`src/rtl/complex_fixed_point_alu_top_defines.svh`:
```
`ifndef COMPLEX_FIXED_POINT_ALU_TOP_DEFINES_SVH
`define COMPLEX_FIXED_POINT_ALU_TOP_DEFINES_SVH

// same-cycle implication
`define CFA_ASSERT_IMP(label, clk, rst_n, ante, cons) \
  label: assert property (@(posedge clk) disable iff (!rst_n) (ante) |-> (cons)) \
    else $error("cfa assertion failed");

// next-cycle implication
`define CFA_ASSERT_NXT(label, clk, rst_n, ante, cons) \
  label: assert property (@(posedge clk) disable iff (!rst_n) (ante) |=> (cons)) \
    else $error("cfa assertion failed");

`endif

```
`src/rtl/cfa_pkg.sv`:
```
package cfa_pkg;

  localparam int DATA_WIDTH   = 16;
  localparam int FRAC_BITS    = 8;
  localparam int CORDIC_STEPS = 14;
  localparam int OP_W         = 3;
  localparam int ST_W         = 2;
  localparam int ANG_FRAC     = 24;
  localparam int ANG_TAB_LEN  = 24;
  localparam int ANG_W        = 32;
  localparam int CORDIC_W     = 64;
  localparam int CORDIC_SCALE = 61;

  typedef enum logic [OP_W-1:0] {
    OP_ADD   = 3'd0,
    OP_SUB   = 3'd1,
    OP_MUL   = 3'd2,
    OP_DIV   = 3'd3,
    OP_CONJ  = 3'd4,
    OP_MAG   = 3'd5,
    OP_PHASE = 3'd6
  } op_e;

  typedef enum logic [ST_W-1:0] {
    ST_OK    = 2'd0,
    ST_DIVZ  = 2'd1,
    ST_SAT   = 2'd2,
    ST_PZERO = 2'd3
  } status_e;

  // atan(2^-i) in degrees, 24 fraction bits
  function automatic logic signed [ANG_W-1:0] ang_lookup(input int idx);
    logic signed [ANG_W-1:0] a;
    unique case (idx)
      0:  a = 32'sd754974720;
      1:  a = 32'sd445687602;
      2:  a = 32'sd235489088;
      3:  a = 32'sd119537938;
      4:  a = 32'sd60000934;
      5:  a = 32'sd30029717;
      6:  a = 32'sd15018523;
      7:  a = 32'sd7509720;
      8:  a = 32'sd3754917;
      9:  a = 32'sd1877466;
      10: a = 32'sd938734;
      11: a = 32'sd469367;
      12: a = 32'sd234684;
      13: a = 32'sd117342;
      14: a = 32'sd58671;
      15: a = 32'sd29335;
      16: a = 32'sd14668;
      17: a = 32'sd7334;
      18: a = 32'sd3667;
      19: a = 32'sd1833;
      20: a = 32'sd917;
      21: a = 32'sd458;
      22: a = 32'sd229;
      23: a = 32'sd115;
      default: a = '0;
    endcase
    return a;
  endfunction

endpackage

```
`src/rtl/cfa_sqrt_pipe.sv`:
```
module cfa_sqrt_pipe #(
  parameter int DW     = cfa_pkg::DATA_WIDTH,
  parameter int STAGES = cfa_pkg::DATA_WIDTH
) (
  input  logic              clk_i,
  input  logic              en_i,
  input  logic [2*DW-1:0]   m_i,
  output logic [DW-1:0]     root_o
);

  localparam int PW    = 2 * DW;
  localparam int NSTEP = DW;

  typedef struct packed {
    logic [PW-1:0] m;
    logic [DW+1:0] rem;
    logic [DW-1:0] root;
  } st_t;

  st_t st_q  [STAGES];
  st_t st_in [STAGES];
  st_t st_d  [STAGES];

  function automatic st_t step(input st_t s);
    logic [DW+1:0] rem2;
    logic [DW+1:0] trial;
    logic          ge;
    st_t           o;
    rem2   = {s.rem[DW-1:0], s.m[PW-1:PW-2]};
    trial  = {s.root, 2'b01};
    ge     = (rem2 >= trial);
    o.rem  = ge ? rem2 - trial : rem2;
    o.root = {s.root[DW-2:0], ge};
    o.m    = s.m << 2;
    return o;
  endfunction

  always_comb begin
    st_in[0].m    = m_i;
    st_in[0].rem  = '0;
    st_in[0].root = '0;
    for (int k = 1; k < STAGES; k++) begin
      st_in[k] = st_q[k-1];
    end
    for (int k = 0; k < STAGES; k++) begin
      st_d[k] = (k < NSTEP) ? step(st_in[k]) : st_in[k];
    end
  end

  always_ff @(posedge clk_i) begin
    if (en_i) begin
      st_q <= st_d;
    end
  end

  assign root_o = st_q[STAGES-1].root;

endmodule

```
`config.mk`:
```
export PLATFORM = sky130hd
export DESIGN_NAME = cfa_sqrt_pipe
export DESIGN_NICKNAME = d
export VERILOG_FILES = /design/src/rtl/complex_fixed_point_alu_top_defines.svh /design/src/rtl/cfa_pkg.sv /design/src/rtl/cfa_sqrt_pipe.sv
export SDC_FILE = /design/constraint.sdc
export NUM_CORES = 1
export LEC_CHECK = 0
export ABC_AREA = 1
export BUFFER_PORTS_ARGS = -buffer_cell sky130_fd_sc_hd__buf_2
export CAP_MARGIN = 40
export CORE_MARGIN = 2
export CORE_UTILIZATION = 40
export DETAILED_ROUTE_END_ITERATION = 10
export PLACE_DENSITY = 0.58
export SKIP_CTS_REPAIR_TIMING = 1
export SLEW_MARGIN = 15
export SYNTH_ARGS = -nofsm -noshare
export SYNTH_HDL_FRONTEND = slang
export SYNTH_SLANG_ARGS = --single-unit
export TNS_END_PERCENT = 50
```
`constraint.sdc`:
```
create_clock -name clk_i -period 2 [get_ports clk_i]
set_clock_uncertainty 0.2 [all_clocks]
set_input_delay 0.1 -clock clk_i [delete_from_list [all_inputs] [get_ports clk_i]]
set_output_delay 0.1 -clock clk_i [all_outputs]
set_load 0.02 [all_outputs]
```
==> results of run 1 <==
## worst paths after layout
check                      startpoint                   to  slack [ps]  cells after the start
hold reg to reg   st_d[581]$_DFFE_PP_  st_d[517]$_DFFE_PP_         210                      0
hold / removal                 m_i[6]  st_d[968]$_DFFE_PP_          10                      2
setup / recovery  st_d[133]$_DFFE_PP_  st_in[88]$_DFFE_PP_        -200                     11
setup reg to reg  st_d[133]$_DFFE_PP_  st_in[88]$_DFFE_PP_        -200                     11
## stage by stage
| step | instances | total power [mW] |
|---|---|---|
| 5_1_grt | 5235 | 41.6 |
| 6_report | 5235 | 39.5 |
| 3_3_place_gp | 4915 | 24.8 |
| 3_5_place_dp | 4915 | 24.9 |
| 4_1_cts | 5039 | 37.9 |
| 2_1_floorplan | 3290 | 21.2 |
## metal layers
metal / wire length (µm) / share of wire, % / track usage (%) / vias up
met5: 0 / 0 / 0 / -
met4: 2090 / 2.8 / 5.32 / 0
met3: 2430 / 3.3 / 2.11 / 138
met2: 36900 / 50 / 30.4 / 398
met1: 33200 / 44 / 22.6 / 11213
li1: - / - / - / 12406
## area by class of cell
cell class	count	area (µm²)
Inverter	600	2310
Multi-Input combinational cell	2072	13500
Fill cell	6713	33400
Timing Repair inverter	3	33.8
Sequential cell	600	18000
Clock buffer	79	1790
Clock inverter	45	533
Timing Repair Buffer	796	6450
Tap cell	1040	1300
## where the power goes
group / total [mW] / internal [mW] / switching (mW)
sequential: 16.3 / 15.5 / 0.780
combinational: 10.4 / 4.93 / 5.49
clock: 12.8 / 7.46 / 5.33
## sequential cells by signal, indices dropped and copies added (netlist names)
| signal | flops |
|---|---|
| st_in | 254 |
| root_o | 16 |
| st_d | 330 |
## critical path: cells and delay by family (launching register included)
family / cells / cell delay, ps
flops: 1 / 410
buf+inv: 2 / 180
simple gates: 8 / 850
fa+ha+maj: 1 / 280
## placed cells by master (no fill, tap or decap), types with 8 or more instances in the layout
master	netlist	layout
nand2_1	1051	853
buf_4	4	638
edfxtp_1	600	600
inv_1	588	496
nand2_2	23	182
nor2_1	209	164
nand3_1	196	156
ha_4	0	96
inv_2	9	93
clkbuf_16	0	71
a21oi_1	92	62
dlygate4sd3_1	0	57
ha_1	152	54
xor2_1	53	52
buf_2	4	49
a21oi_2	24	47
nand2_4	10	45
nand4_1	43	43
nor2_2	16	41
nand3_2	5	36
o21ai_0	52	36
nor2_4	6	26
buf_12	1	26
xnor2_1	25	24
nand3b_1	23	23
o21ai_1	18	23
buf_6	15	21
nor3_1	22	18
o21ai_2	4	15
clkinv_2	0	11
nand3_4	1	10
nand2_8	0	10
and2_1	10	10
clkbuf_1	0	9
clkinv_1	0	8
## cells by family after synthesis
kind of cell / after synthesis / synth area share [%]
and+or+nand+nor: 1632 / 22.3
buffers and inverters: 624 / 8.00
xor gates and xnor gates: 78 / 2.19
AOI/OAI and AO/OA: 203 / 3.73
adders and majority gates: 152 / 6.09
other: 1 / 0.0120
DFF: 600 / 57.7
==> impl_results.md, run 1 <==
- CTS clk-pin slew, worst paths: about 60 ps
- Ports: 50
- RSZ-0062 raised after global routing: yes
- Yosys top cell area share: 57.7%
- Max cap viols: 0
- Port Buffers: 49
- Fin crit period: 2200 ps
- CTS Buf Count: 70
- Die width: 283 µm
- Initial core utilization: around two fifths
- Critical Path RT: 2150 ps
- P per Cell Area: about 900 nW/µm²
- Worst skew pair latency: roughly 620 ps
- Final Max Slew Viols: 0
- Total global-route track usage: 17.4%
- Final count of hold timing violations: 0
- Final WS setup: -203 ps
- Drt pass-1 iters: 7
- CP Capture Type: flip-flop
- Die area: 80300 µm²
- Synth top cells by count: nand2_1 (1051), edfxtp_1 (600), inv_1 (588)
- Ranking of synthesized cells by area: edfxtp_1 (58%), nand2_1 (13%), inv_1 (7.1%)
- Setup TNS: -16810 ps
- Largest area contributor in the netlist: edfxtp_1
- Final setup fails: 176
- Sequential area share after synthesis: 57.7%
- Synthesized area: 31200 µm²
- CTS Sinks: 600
- WS Path Type: flip-flop to flip-flop
- Antenna violations before repair: 0
- # rows: 102
- First-pass GRT wire length: 114000 µm
- H-tree depth: 3
- Final HPWL DP: 53400 µm
- DR WL/cell: 14.3 µm
- Crit path cell chain: inv_1, ha_4, nand2_2, nor2_2, nand3_2, nand3_4, nand2_8, nand2_8, clkinv_8, nand2_1, nand2_1
- Worst path slowest cell: edfxtp_1
- Outcome: complete, but fails checks
- Final Core Density: 56.8%
- Leakage power: a little under 20 nW
- Synth Net Count: between 3000 and 4000
- Worst Hold Margin: approximately 10 ps
- CTS tree: done
- Critical Path AT: 2360 ps
- CP peak stage delay: 410 ps
- Die extent in y: 283 µm
- Via-to-Cell Ratio: between 4 and 5
- Core Area: around 77000 µm²
- Placed cell area: approximately 38000 µm²
- Layout cell share with drive strength beyond 1: 35.5%
- Yosys warning total: 0
- Final #Nets: 4329
- Top FF cell, synth: edfxtp_1
- Largest net degree at the start of global routing: 70
- Asr flop ratio synth: 0%
- Drt drc: 0
- Clk root buf: clkbuf_16
- Largest fanout on the critical path: 8
- Max Clock Freq: 454 MHz
- VDD IR-drop max: 0.771 mV
- Count leader, synth: nand2_1
- #FFs+latches synth: 600
- Critical path launch point type: flip-flop
- Antenna viol nets, final: 0
- Total grt overflow: 0
- Synth Instances: roughly 3300
- Final period utilization: 110%
- Yosys cell types: 46
- Number of enable flip-flop cells after synthesis: 600
- Clk buf depth: 3
- Syn Area/Cell: 9.49 µm²
- Placer Congestion: between 0.8 and 0.9
- Failing checks: setup timing
- Drt total wl: 74600 µm
- Vias in the first global route: 23024
- Design area: 43900 µm²
- Type of the worst min-delay path: input port to flip-flop
- # diodes: 0
- DP Worst Slack: -348 ps
- Area grow syn2layout: 40.8%
- Initial drt markers: 1316
- Via count: around 24000
Note: power is estimated with default switching activity, not from simulation.
==> inputs of run 2 (changes only) <==
--- a/config.mk
+++ b/config.mk
@@ -6,12 +6,13 @@
 export NUM_CORES = 1
 export LEC_CHECK = 0
 export ABC_AREA = 1
-export BUFFER_PORTS_ARGS = -buffer_cell sky130_fd_sc_hd__buf_2
+export BUFFER_PORTS_ARGS = -buffer_cell sky130_fd_sc_hd__buf_4
 export CAP_MARGIN = 40
 export CORE_MARGIN = 2
 export CORE_UTILIZATION = 40
 export DETAILED_ROUTE_END_ITERATION = 10
 export PLACE_DENSITY = 0.58
+export REMOVE_ABC_BUFFERS = 1
 export SKIP_CTS_REPAIR_TIMING = 1
 export SLEW_MARGIN = 15
 export SYNTH_ARGS = -nofsm -noshare
==> run 2 against run 1 <==
The flow still finishes with violations (setup timing); sequential power about the same; count of clock-buffer cells in the layout increased by 3; clock power about the same; sequential share of layout area decreased by 0.75 points; sequential cell count unchanged; first-iteration DRC count increased by 3.8%; fmax decreased by 1.3%; die area unchanged; wire length decreased by 0.64%; worst hold slack improved by 4.4 ps; core utilization increased by 1.1 points; via count increased by 0.29%; critical endpoint is now st_in[16]$_DFFE_PP_; highest routed layer unchanged.
==> impl_results.md, run 2 (same netlist as run 1, synthesis figures left out) <==
- Outcome: complete, but fails checks
- Failing checks: setup timing
- Final period utilization: 112%
- Final HPWL DP: between 50000 and 60000 µm
- CTS Sinks: 600
- Total global-route track usage: 16.7%
- Total grt overflow: 0
- WL met3: 2610 µm
- Final count of hold timing violations: 0
- Via count: 24224
- Max cap viols: 0
- DP Worst Slack: -363 ps
- Clk root buf: clkbuf_16
- # diodes: 0
- # rows: 102
- Clk buf depth: 3
- CP Capture Type: flip-flop
- Highest Signal Layer: met4
- Largest fanout on the critical path: 7
- Worst skew pair latency: 610 ps
- CTS Buf Count: 68
- CP top delay family: simple AND/OR/NAND/NOR gates
- Layout cell share with drive strength beyond 1: 38.4%
- Drt drc: 0
- Number of flip-flops in the largest register: 330
- P per Cell Area: 883 nW/µm²
- CP peak stage delay: roughly 450 ps
- Placer Congestion: roughly 0.86
- Antenna violations before repair: 0
- Port Buffers: 49
- DR WL/cell: 14.1 µm
- Final Core Density: 57.9%
- Final WS setup: -233 ps
- Initial core utilization: about two fifths
- Largest net degree at the start of global routing: 69
- CTS clk-pin slew, worst paths: 60 ps
- CTS tree: done
- Critical Path AT: around 2400 ps
- Power, Total: roughly 40 mW
- Met2 WL: 36900 µm
- Drt pass-1 iters: 6
- Final #Nets: 4345
- Via-to-Cell Ratio: 4.62
- Setup TNS: -19400 ps
- Worst Hold Margin: 14.4 ps
- Fin crit period: between 2000 and 2500 ps
- Final setup fails: 196
- WS Path Type: flip-flop to flip-flop
- Die width: around 280 µm
- Drt total wl: between 70000 and 80000 µm
- Die extent in y: 283 µm
- Type of the worst min-delay path: input port to flip-flop
- Ports: 50
- Routed met1 length: 32500 µm
- Worst path slowest cell: edfxtp_1
- Commonest non-fill, non-tap cell in the layout: nand2_1
- Commonest cells after routing, fill and taps aside: nand2_1 (782), buf_4 (690), edfxtp_1 (600)
- VDD IR-drop max: slightly below 0.8 mV
- R2R Setup Slk: -230 ps
- Core Area: between 70000 and 80000 µm²
- Antenna viol nets, final: 0
- First-pass GRT wire length: ~110000 µm
- Leakage power: 20.2 nW
- RSZ-0062 raised after global routing: yes
- Area grow syn2layout: 43.4%
- Fillers: 6478
- Crit path cell chain: ha_4, nand2_2, nor2_4, nand2_2, o21ai_2, nor2_4, buf_12, clkbuf_16, nand3_2, nand2_1
- Die area: 80300 µm²
- Worst path bufs/invs: 2
- Initial drt markers: 1366
- H-tree depth: 3
- Vias in the first global route: 22242
- Final Max Slew Viols: 0
- Max Clock Freq: between 400 and 500 MHz
- Critical Path RT: 2150 ps
- Critical path launch point type: flip-flop
run 2: cell count changes in the layout (fill, tap and decap cells not counted), sizes merged:
cell,before,now
buf,738,763
clkbuf,80,86
bufinv,7,10
inv,606,603
dlygate4sd3,57,48
clkinvlp,5,1
clkinv,30,25
nand2,1090,1089
run 2: per-stage QoR:
step                      instances  instance area (µm²)
after global routing           5247                44800
after detailed placement       4920                37200
after global placement         4920                37200
after CTS                      5038                39400
final                          5247                44800
after floorplan                3266                31000
run 2: final cells by class:
| class | instances | area, µm² | share of cell area [%] |
|---|---|---|---|
| Inverter | 600 | 2330 | 5.20 |
| Multi-Input combinational cell | 2071 | 14000 | 31.2 |
| Tap cell | 1040 | 1300 | 2.91 |
| Timing Repair inverter | 3 | 31.3 | 0.0699 |
| Timing Repair Buffer | 815 | 6870 | 15.3 |
| Clock inverter | 36 | 469 | 1.05 |
| Clock buffer | 82 | 1780 | 3.97 |
| Sequential cell | 600 | 18000 | 40.2 |
run 2: worst paths after layout:
check	startpoint	depth (start not counted)	endpoint
setup reg to reg	st_in[87]$_DFFE_PP_	10	st_in[16]$_DFFE_PP_
hold reg to reg	st_d[975]$_DFFE_PP_	0	st_d[911]$_DFFE_PP_
setup / recovery	st_in[87]$_DFFE_PP_	10	st_in[16]$_DFFE_PP_
hold / removal	m_i[2]	2	st_d[964]$_DFFE_PP_
run 2: power breakdown:
part | leakage (nW) | switching [mW] | internal (mW)
clock network | 1.09 | 4.93 | 7.63
registers | 5.76 | 0.801 | 15.5
logic | 13.3 | 5.64 | 5.06
total | 20.2 | 11.4 | 28.2
run 2: layer usage:
layer	GRT usage, %	vias to the layer above
met4	5.05	0
li1	-	12455
met1	21.7	11248
met5	0	-
met2	28.8	374
met3	2.40	147
